### src/design/hashed_field_lookup_core_assert.svh
// Assertion macros for the hashed field lookup core.
`ifndef HASHED_FIELD_LOOKUP_CORE_ASSERT_SVH
`define HASHED_FIELD_LOOKUP_CORE_ASSERT_SVH

// Same-cycle implication, checked outside reset.
`define HFL_ASSERT_NOW(label, ante, cons, msg) \
    label: assert property (@(posedge clk) disable iff (!rst_n) (ante) |-> (cons)) \
        else $error(msg);

// Next-cycle implication, checked outside reset.
`define HFL_ASSERT_NEXT(label, ante, cons, msg) \
    label: assert property (@(posedge clk) disable iff (!rst_n) (ante) |=> (cons)) \
        else $error(msg);

`endif

### src/design/hfl_pkg.sv
// Shared types and constants of the hashed field lookup core.
package hfl_pkg;

    localparam int TABLE_DEPTH = 64;
    localparam int IDX_W       = (TABLE_DEPTH > 1) ? $clog2(TABLE_DEPTH) : 1;
    localparam int CNT_W       = $clog2(TABLE_DEPTH + 1);

    localparam int HASH_W      = 25;
    localparam int OFFS_W      = 16;
    localparam int ENTRY_W     = HASH_W + OFFS_W;
    localparam logic [HASH_W:0] HASH_MODULUS = 26'd33554393;
    localparam int CHAR_SHIFT  = 8;

    localparam int IN_DATA_W   = 72;
    localparam int OUT_DATA_W  = 40;

    localparam logic [1:0] CFG_ENTRY_COUNT   = 2'd0;
    localparam logic [1:0] CFG_DATA_OFFSET   = 2'd1;
    localparam logic [1:0] CFG_RECORD_STRIDE = 2'd2;

    typedef enum logic [1:0] {
        FUNC_LOAD = 2'd0,
        FUNC_CHAR = 2'd1,
        FUNC_END  = 2'd2
    } hfl_func_t;

    typedef enum logic [1:0] {
        ST_IDLE,
        ST_SCAN,
        ST_DONE
    } hfl_state_t;

endpackage

### src/design/hashed_field_lookup_core.sv
// Top level: running name hash, field table and sequential table search.
//
//  channel   | signals                            | beat
//  ----------+------------------------------------+---------------------------------
//  s_*       | s_tvalid s_tready s_tdata s_tuser  | one load, name byte or end item
//  m_*       | m_tvalid m_tready m_tdata          | one lookup result per end item
//  cfg_*     | cfg_we cfg_idx cfg_wdata           | one register write
//
// Load and name-byte beats are taken while idle; the input stays ready.
// An end beat starts a search that walks n entries (at most 64),
// with one table RAM read and one hash compare per cycle;
// input not ready meanwhile.
// A result waits in the output register; a new search may run behind it, then holds
// until that register frees, so output stalls stretch the end beat.
// Reset clears control, the name hash and the registers; the table is not cleared.
`include "hashed_field_lookup_core_assert.svh"

module hashed_field_lookup_core (
    input  logic                           clk,
    input  logic                           rst_n,
    // slave side
    input  logic                           s_tvalid,
    output logic                           s_tready,
    // entry_index[5:0], entry_hash[30:6], entry_offset[46:31], name_char[54:47],
    // record_index[70:55], zero pad
    input  logic [hfl_pkg::IN_DATA_W-1:0]  s_tdata,
    // func[1:0]
    input  logic [1:0]                     s_tuser,
    // master side
    output logic                           m_tvalid,
    input  logic                           m_tready,
    // found[0], item_index[6:1], field_address[38:7], zero pad
    output logic [hfl_pkg::OUT_DATA_W-1:0] m_tdata,
    // configuration
    input  logic                           cfg_we,
    input  logic [1:0]                     cfg_idx,
    input  logic [31:0]                    cfg_wdata
);

    // input fields
    logic [5:0]                   entry_index;
    logic [hfl_pkg::HASH_W-1:0]   entry_hash;
    logic [hfl_pkg::OFFS_W-1:0]   entry_offset;
    logic [7:0]                   name_char;
    logic [15:0]                  record_index;
    hfl_pkg::hfl_func_t           func;
    logic                         s_accept;

    assign entry_index  = s_tdata[5:0];
    assign entry_hash   = s_tdata[30:6];
    assign entry_offset = s_tdata[46:31];
    assign name_char    = s_tdata[54:47];
    assign record_index = s_tdata[70:55];
    assign func         = hfl_pkg::hfl_func_t'(s_tuser);

    // configuration registers
    logic [6:0]  entry_count_reg;
    logic [31:0] data_offset_reg;
    logic [15:0] record_stride_reg;

    always_ff @(posedge clk or negedge rst_n)
    begin
        if (!rst_n)
        begin
            entry_count_reg   <= '0;
            data_offset_reg   <= '0;
            record_stride_reg <= '0;
        end
        else if (cfg_we)
        begin
            case (cfg_idx)
                hfl_pkg::CFG_ENTRY_COUNT:   entry_count_reg   <= cfg_wdata[6:0];
                hfl_pkg::CFG_DATA_OFFSET:   data_offset_reg   <= cfg_wdata;
                hfl_pkg::CFG_RECORD_STRIDE: record_stride_reg <= cfg_wdata[15:0];
                default:                    ;
            endcase
        end
    end

    // state
    hfl_pkg::hfl_state_t          state_reg, state_next;
    logic [hfl_pkg::HASH_W-1:0]   name_hash_reg, name_hash_next;
    logic [hfl_pkg::HASH_W-1:0]   key_reg;
    logic [hfl_pkg::CNT_W-1:0]    limit_reg;
    logic [hfl_pkg::CNT_W-1:0]    issue_ptr_reg, issue_ptr_next;
    logic                         pend_vld_reg, pend_vld_next;
    logic [hfl_pkg::IDX_W-1:0]    pend_idx_reg, pend_idx_next;
    logic [31:0]                  prod_reg;
    logic [31:0]                  base_reg;
    logic                         res_found_reg;
    logic [5:0]                   res_idx_reg;
    logic [31:0]                  res_addr_reg;
    logic                         m_tvalid_reg, m_tvalid_next;
    logic [hfl_pkg::OUT_DATA_W-1:0] m_tdata_reg;

    // table RAM: {offset, hash}
    logic                          ram_we;
    logic [hfl_pkg::IDX_W-1:0]     ram_waddr;
    logic [hfl_pkg::ENTRY_W-1:0]   ram_wdata;
    logic                          ram_re;
    logic [hfl_pkg::ENTRY_W-1:0]   ram_rdata;
    logic [hfl_pkg::HASH_W-1:0]    rd_hash;
    logic [hfl_pkg::OFFS_W-1:0]    rd_offset;

    // datapath helpers
    logic [hfl_pkg::HASH_W:0]      hash_sum;
    logic [hfl_pkg::CNT_W-1:0]     limit_calc;
    logic                          hit;
    logic                          miss;
    logic                          load_out;

    assign s_accept  = s_tvalid && s_tready;
    assign s_tready  = (state_reg == hfl_pkg::ST_IDLE);
    assign m_tvalid  = m_tvalid_reg;
    assign m_tdata   = m_tdata_reg;

    assign rd_hash   = ram_rdata[hfl_pkg::HASH_W-1:0];
    assign rd_offset = ram_rdata[hfl_pkg::ENTRY_W-1:hfl_pkg::HASH_W];

    assign ram_we    = s_accept && (func == hfl_pkg::FUNC_LOAD)
                       && (32'(entry_index) < 32'(hfl_pkg::TABLE_DEPTH));
    assign ram_waddr = hfl_pkg::IDX_W'(entry_index);
    assign ram_wdata = {entry_offset, entry_hash};

    // sum stays below twice the modulus: one conditional subtract
    assign hash_sum  = {1'b0, name_hash_reg}
                       + {{(hfl_pkg::HASH_W + 1 - 8 - hfl_pkg::CHAR_SHIFT){1'b0}},
                          name_char, {hfl_pkg::CHAR_SHIFT{1'b0}}};

    assign limit_calc = (32'(entry_count_reg) > 32'(hfl_pkg::TABLE_DEPTH))
                        ? hfl_pkg::CNT_W'(hfl_pkg::TABLE_DEPTH)
                        : hfl_pkg::CNT_W'(entry_count_reg);

    assign hit      = (state_reg == hfl_pkg::ST_SCAN) && pend_vld_reg && (rd_hash == key_reg);
    assign miss     = (state_reg == hfl_pkg::ST_SCAN) && !pend_vld_reg
                      && (issue_ptr_reg >= limit_reg);
    assign load_out = (state_reg == hfl_pkg::ST_DONE) && (!m_tvalid_reg || m_tready);

    hfl_ram #(
        .WIDTH (hfl_pkg::ENTRY_W),
        .DEPTH (hfl_pkg::TABLE_DEPTH)
    ) u_table (
        .clk   (clk),
        .we    (ram_we),
        .waddr (ram_waddr),
        .wdata (ram_wdata),
        .re    (ram_re),
        .raddr (issue_ptr_reg[hfl_pkg::IDX_W-1:0]),
        .rdata (ram_rdata)
    );

    // sequencer
    always_comb
    begin
        state_next     = state_reg;
        name_hash_next = name_hash_reg;
        issue_ptr_next = issue_ptr_reg;
        pend_vld_next  = 1'b0;
        pend_idx_next  = pend_idx_reg;
        ram_re         = 1'b0;
        m_tvalid_next  = m_tvalid_reg;

        if (m_tvalid_reg && m_tready)
        begin
            m_tvalid_next = 1'b0;
        end

        case (state_reg)
            hfl_pkg::ST_IDLE:
            begin
                if (s_accept && (func == hfl_pkg::FUNC_CHAR))
                begin
                    name_hash_next = (hash_sum >= hfl_pkg::HASH_MODULUS)
                                     ? hfl_pkg::HASH_W'(hash_sum - hfl_pkg::HASH_MODULUS)
                                     : hash_sum[hfl_pkg::HASH_W-1:0];
                end
                else if (s_accept && (func == hfl_pkg::FUNC_END))
                begin
                    name_hash_next = '0;
                    issue_ptr_next = '0;
                    state_next     = hfl_pkg::ST_SCAN;
                end
            end
            hfl_pkg::ST_SCAN:
            begin
                if (hit || miss)
                begin
                    state_next = hfl_pkg::ST_DONE;
                end
                else if (issue_ptr_reg < limit_reg)
                begin
                    // read entry issue_ptr; compared next cycle
                    ram_re         = 1'b1;
                    pend_vld_next  = 1'b1;
                    pend_idx_next  = issue_ptr_reg[hfl_pkg::IDX_W-1:0];
                    issue_ptr_next = issue_ptr_reg + hfl_pkg::CNT_W'(1);
                end
            end
            hfl_pkg::ST_DONE:
            begin
                if (load_out)
                begin
                    m_tvalid_next = 1'b1;
                    state_next    = hfl_pkg::ST_IDLE;
                end
            end
            default:
            begin
                state_next = hfl_pkg::ST_IDLE;
            end
        endcase
    end

    always_ff @(posedge clk or negedge rst_n)
    begin
        if (!rst_n)
        begin
            state_reg     <= hfl_pkg::ST_IDLE;
            name_hash_reg <= '0;
            issue_ptr_reg <= '0;
            pend_vld_reg  <= 1'b0;
            m_tvalid_reg  <= 1'b0;
        end
        else
        begin
            state_reg     <= state_next;
            name_hash_reg <= name_hash_next;
            issue_ptr_reg <= issue_ptr_next;
            pend_vld_reg  <= pend_vld_next;
            m_tvalid_reg  <= m_tvalid_next;
        end
    end

    // payload registers
    always_ff @(posedge clk)
    begin
        pend_idx_reg <= pend_idx_next;
        if (s_accept && (func == hfl_pkg::FUNC_END))
        begin
            key_reg   <= name_hash_reg;
            limit_reg <= limit_calc;
            prod_reg  <= 32'(record_index) * 32'(record_stride_reg);
        end
        // base is ready by the first compare, in the cycle after the first read
        if (state_reg == hfl_pkg::ST_SCAN)
        begin
            base_reg <= data_offset_reg + prod_reg;
        end
        if (hit)
        begin
            res_found_reg <= 1'b1;
            res_idx_reg   <= 6'(pend_idx_reg);
            res_addr_reg  <= base_reg + 32'(rd_offset);
        end
        else if (miss)
        begin
            res_found_reg <= 1'b0;
            res_idx_reg   <= '0;
            res_addr_reg  <= '0;
        end
        if (load_out)
        begin
            m_tdata_reg <= {1'b0, res_addr_reg, res_idx_reg, res_found_reg};
        end
    end

    `HFL_ASSERT_NOW(a_hash_range, 1'b1,
        name_hash_reg < hfl_pkg::HASH_W'(hfl_pkg::HASH_MODULUS), "name hash left modulus range")
    `HFL_ASSERT_NEXT(a_hash_clear, s_accept && (func == hfl_pkg::FUNC_END),
        name_hash_reg == '0, "name hash not cleared by end beat")
    `HFL_ASSERT_NOW(a_miss_zero, m_tvalid && !m_tdata[0],
        m_tdata[38:1] == '0, "miss result carries nonzero fields")
    `HFL_ASSERT_NOW(a_pend_limit, pend_vld_reg,
        hfl_pkg::CNT_W'(pend_idx_reg) < limit_reg, "table read beyond search limit")

endmodule

### src/design/hfl_ram.sv
// Generic single-write, single-read RAM with registered read data.
module hfl_ram #(
    parameter int WIDTH = 8,
    parameter int DEPTH = 16
) (
    input  logic                                         clk,
    input  logic                                         we,
    input  logic [((DEPTH > 1) ? $clog2(DEPTH) : 1)-1:0] waddr,
    input  logic [WIDTH-1:0]                             wdata,
    input  logic                                         re,
    input  logic [((DEPTH > 1) ? $clog2(DEPTH) : 1)-1:0] raddr,
    output logic [WIDTH-1:0]                             rdata
);

    logic [WIDTH-1:0] mem [DEPTH];

    always_ff @(posedge clk)
    begin
        if (we)
        begin
            mem[waddr] <= wdata;
        end
        if (re)
        begin
            rdata <= mem[raddr];
        end
    end

endmodule
### config.mk
export PLATFORM = sky130hd
export DESIGN_NAME = hashed_field_lookup_core
export DESIGN_NICKNAME = d
export VERILOG_FILES = /design/src/design/hfl_pkg.sv /design/src/design/hashed_field_lookup_core.sv /design/src/design/hfl_ram.sv
export VERILOG_INCLUDE_DIRS = /design/src /design/src/design
export SDC_FILE = /design/constraint.sdc
export NUM_CORES = 2
export LEC_CHECK = 0
export BUFFER_PORTS_ARGS = -buffer_cell sky130_fd_sc_hd__buf_2
export CAP_MARGIN = 20
export CORE_UTILIZATION = 55
export DETAILED_ROUTE_END_ITERATION = 10
export PLACE_DENSITY = 0.71
export SETUP_SLACK_MARGIN = 0.3
export SYNTH_ARGS = -nofsm -noshare
export SYNTH_HDL_FRONTEND = slang
export SYNTH_SLANG_ARGS = --single-unit
export TNS_END_PERCENT = 5
### constraint.sdc
create_clock -name clk -period 16.4 [get_ports clk]
set_clock_uncertainty 0.1 [all_clocks]
set_input_delay 2.46 -clock clk [delete_from_list [all_inputs] [get_ports clk]]
set_output_delay 2.46 -clock clk [all_outputs]
set_load 0.02 [all_outputs]
---- Yosys cells after proc, flatten, opt, wreduce, memory -nomap -nowiden ----
Memory sizes are Yosys's and may differ from the RTL's. A register that Yosys moved wholly into a read port is not among the register bits.
Cells that the tools add are included.
operators by class
  add/sub/neg operators ................... 5
  multipliers ............................. 1
  order comparisons ....................... 4
  eq/ne operators ......................... 13
  mux-type cells .......................... 25
  bitwise operators ....................... 1
  reductions and logical operators ........ 27
operators with widths
  cell                    count
  $mux 25                 3
  $mux 32                 2
  $add 32x16->32          1
  $add 32x32->32          1
  $mul 16x16->32          1
  $mux 7                  4
  $add 25x16->26          1
  $ge 26x25->1 const B    1
  $eq 25x25->1            1
  $sub 25x25->25 const B  1
  $pmux 7 s2              1
  $mux 6                  2
  $logic_and 1x1->1       10
  $mux 1                  8
  $mux 2                  4
  $reduce_and 2->1        4
  $add 7x1->7 const B     1
  $ge 7x7->1              1
  $gt 7x7->1 const B      1
  $lt 7x7->1              1
  $eq 2x1->1 const B      3
  $eq 2x2->1 const B      3
  $logic_not 2->1         3
  $ne 2x1->1 const B      3
  other kinds (9)         15
storage, ports and cells
  flip-flop bits (word level) ............. 271
  RAM bits ................................ 2624
  input bits .............................. 113
  logic and storage cells ................. 94
  memories kept ........................... 1
memories
  memory       words  bits a word  rd ports  clocked after Yosys merged registers in  wr ports  line           text
  u_table.mem  64     41           1         1                                        1         hfl_ram.sv:15  logic [WIDTH-1:0] mem [DEPTH];

---- Logic depth before layout (Yosys ltp) ----
  depth in word-level cells ............... 6
  mapped depth ............................ 25

---- Cells and area by module ----
From an unflattened synthesis, not the netlist that was laid out.
second synthesis, totals
  cell total of the unflattened synthesis .. 6264
  area, all modules ....................... 122090.8 um2
by module, submodules not included
  module                    instances  cells an instance  area each (um2)
  hfl_ram                   1          4226               100518.9
  hashed_field_lookup_core  1          2038               21571.9

---- Worst setup path after synthesis ----
No wires, ideal clock.
  path type ............................... in2reg
  from .................................... in s_tdata[69] (netlist bit)
  to ...................................... reg prod_reg[30] (data pin)
  setup time .............................. 0.258 ns
  arrival time ............................ 8.416 ns
  data required time ...................... 16.042 ns
  setup slack ............................. 7.626 ns
  stages .................................. 22
  path through ............................ clkbuf_1 -> nand2_1 -> fa_1 -> fa_1 -> inv_1 -> fa_1 -> fa_1 -> fa_1 -> inv_1 -> fa_1 -> inv_1 -> ha_1 -> a2111oi_0 -> o21ai_0 -> and3_1 -> a311o_1 -> a311oi_2 -> nor3_1 -> o21a_1 -> a311o_1 -> a21oi_2 -> xnor2_1
on the way
  longest elaborated chain between the ends .. 1
ends and longest elaborated chain
  what                    line                             text
  start: declaration      hashed_field_lookup_core.sv:26   input logic [hfl_pkg::IN_DATA_W-1:0] s_tdata,
  $mul 16x16->32          hashed_field_lookup_core.sv:242  prod_reg <= 32'(record_index) * 32'(record_stride_reg);
  end signal: assignment  hashed_field_lookup_core.sv:242
  end: declaration        hashed_field_lookup_core.sv:88   logic [31:0] prod_reg;
No other way between the ends.
A chain may end at the register's enable or synchronous reset.

---- Worst setup path after layout ----
  from .................................... in s_tdata[62] (netlist bit)
  to ...................................... reg prod_reg[30] (data pin)
Same word-level chain as after synthesis.

==> results.md <==
- Ys Warns: 0
- Design area: 0.1363 mm^2
- Final Hold Vio Count: 0
- Number of global-route vias before repair: 60138
- Startpoint type of the worst setup path: primary input
- CTS Buf Count: ~300
- Most frequent cells in the layout: 2844 x edfxtp_1, 861 x mux4_2, 302 x clkbuf_16
- Initial antenna violation count: 24
- Slew of the pin with the lowest slew margin: 1.163 ns
- CTS tree: built
- Worst slack, placed: between 6 and 7 ns
- Global-route usage over all layers: 0.2721
- DR top layer: met5
- CTS root buffer: clkbuf_16
- Drt first pass iters: 5
- Post-cts hold buffer count: 0
- Met3 wire len: 29.35 mm
- Crit end category: flop
- Antenna Nets Post-Route: 0
- Worst Path Arrival: 9.13 ns
- Initial DRC count: a little over 8000
- Max cap viols: 0
- DR DRC count: 0
- Internal: 14.23 mW
- Post-synthesis instance area: 0.1219 mm^2
- Core region area: roughly 0.22 mm^2
- Flops & latches, synth: approximately 2900
- Synth area leader: edfxtp_1
- Average cell area after synthesis: 20.98 um^2
- Global-route wire length before repair: 429.7 mm
- Fmax: 116.5 MHz
- M1 WL: roughly 110 mm
- Max clock buf depth: 4
- DP HPWL: around 170 mm
- Final number of max-transition violations: 0
- CTS sink cnt: 2936
- Synth top area share: 0.7005
- CTS resizes: 0
- Met2 wire length: 145.6 mm
- Starting Density: 0.5543
- Worst-path clk slew: 0.06 ns
- Final worst slack: roughly 7.8 ns
- Final setup fails: 0
- Skew-Pair Late Insertion Delay: roughly 0.94 ns
- Leakage power: between 40 and 50 nW
- Distinct cells, synth: 77
- Sequential Power Share: 0.436
- I/O pin total: 155
- Via count: around 60000
- CP max FO: 16
- Data required time of the worst path: 16.95 ns
- Gate count after technology mapping: 5810
- Dpl cell area: around 0.13 mm^2
- NetSw: 5.501 mW
- Main area contributors after synthesis: edfxtp_1 70%, mux4_2 16%, fa_1 3.2%, dfrtp_1 1.9%, ha_1 1.7%
- Main synth FF type: edfxtp_1
- Clock power share: 0.321
- H-tree depth: 5
- Setup CP Type: in -> reg
- Switching Share: 0.2788
- Layout Nets: 6622
- Seq/Total Area, Yosys: 0.7193
- Gpl congestion: 0.8456
- Number of setup buffers added after CTS: 0
- TNS Setup: 0 ns
- Site Rows: 172
- Combinational Power Share: 0.243
- Die H: 472.8 um
- Status: completed
- WL per Instance: approximately 32 um
- Via density: between 6 and 7
- Input/output buffers: 152
- PwrDens: 144.8 mW/mm^2
- Hold Crit Class: reg -> reg
- Fraction of layout cells with a size suffix above 1: 0.2640
- EDFF count, synth: 2844
- Drt total wl: around 300 mm
- Die span in x: 472.8 um
- Tot Pwr: approximately 20 mW
- Area grow syn2layout: 11.76%
- Overflow after GRT: 0
- Min Tclk post-route: 8.580 ns
- Largest register FFs: 2624
- RSZ-0062 raised after global routing: false
- Max VDD drop: 0.4651 mV
- Largest net degree at the start of global routing: 113
- Slew HR: 0.2249
- Commonest non-fill, non-tap cell in the layout: edfxtp_1
- Ys async rst share: 0.03099
- Die footprint: ~0.22 mm^2
- Period utilization: 0.5232
- Syn_nets: around 6300
## synthesized netlist by cell type, drive strengths merged, types with 11 or more instances
library cell  count
mux4            861
edfxtp         2844
and3             18
mux2             55
xor2             51
clkbuf          182
nor2            154
a21o             32
a21oi            71
nor3             29
o21ai            54
dfrtp            91
nand3            27
nand4            17
or3              13
buf              69
nand2           216
ha              169
a211oi           11
o21a             20
xnor2            74
nor2b            18
fa              197
and2            122
inv             278
nand2b           14
## cell type report
| cell class | instances | area [um^2] |
|---|---|---|
| Fill cell | 14888 | 83680 |
| Tap cell | 2958 | 3701 |
| Clock buffer | 364 | 7830 |
| Clock inverter | 135 | 1075 |
| Antenna cell | 11 | 27.53 |
| Inverter | 278 | 1044 |
| Sequential cell | 2936 | 87720 |
| Multi-Input combinational cell | 2345 | 32740 |
| Timing Repair Buffer | 287 | 2130 |
## critical path, cell delays in order
cell and delay (ns):
buf_2 0.40, nand2_1 0.16, fa_1 0.58, inv_1 0.05, fa_1 0.49, inv_1 0.05, fa_1 0.54, inv_1 0.05
fa_1 0.38, fa_1 0.53, inv_1 0.05, fa_1 0.49, inv_1 0.05, ha_1 0.35, a2111oi_0 0.39, o21ai_0 0.20
and3_1 0.20, a311o_1 0.36, a311oi_2 0.38, nor3_1 0.13, o21a_1 0.21, a311o_1 0.38, a21oi_2 0.15, xnor2_1 0.07
## metal layers
metal	vias to the layer above	GRT usage
li1	24190	-
met2	3313	0.4286
met1	32077	0.3850
met5	-	0
met3	612	0.05178
met4	8	0.09563
## power by group through the flow
stage | Clock [mW] | Sequential (mW) | Combinational (mW)
final | 6.34 | 8.60 | 4.79
after CTS | 6.41 | 8.60 | 4.86
after detailed placement | 0 | 8.76 | 4.82
after global placement | 0 | 8.76 | 4.77
after floorplan | 0 | 8.73 | 3.59
after global routing | 6.68 | 8.60 | 5.41
## kinds of logic (layout without fill, tap and decap cells)
logic type,Yosys count,after routing,synth area share
DFF,2936,2936,0.7193
AOI/OAI and AO/OA,275,275,0.01520
xor gates and xnor gates,125,125,0.008980
adders and majority gates,366,366,0.04969
other,1,12,0.00003076
buffers and inverters,529,1064,0.01639
muxes,918,918,0.1643
and+or+nand+nor,660,660,0.02611
## stage by stage
step / hold WS [ns] / instances / utilization
after global routing: 0.3224 / 9311 / 0.6195
after global placement: 0.3051 / 8782 / 0.5769
after CTS: 0.3172 / 9288 / 0.6180
after floorplan: 0.3003 / 5810 / -
after detailed placement: 0.3045 / 8789 / 0.5775
final: 0.3161 / 9314 / 0.6196
## final timing paths
check / startpoint / end / slack [ns] / cells past startpoint
setup reg to reg: record_stride_reg[7] / prod_reg[30] / 8.87 / 23
min in group asynchronous: rst_n / name_hash_reg[17] / 1.39 / 1
hold reg to reg: res_addr_reg[12] / m_tdata[19] / 0.32 / 0
hold / removal: res_addr_reg[12] / m_tdata[19] / 0.32 / 0
setup / recovery: s_tdata[62] / prod_reg[30] / 7.82 / 24
max in group asynchronous: rst_n / data_offset_reg[26] / 13.55 / 2
(Power assumes the default switching activity.)
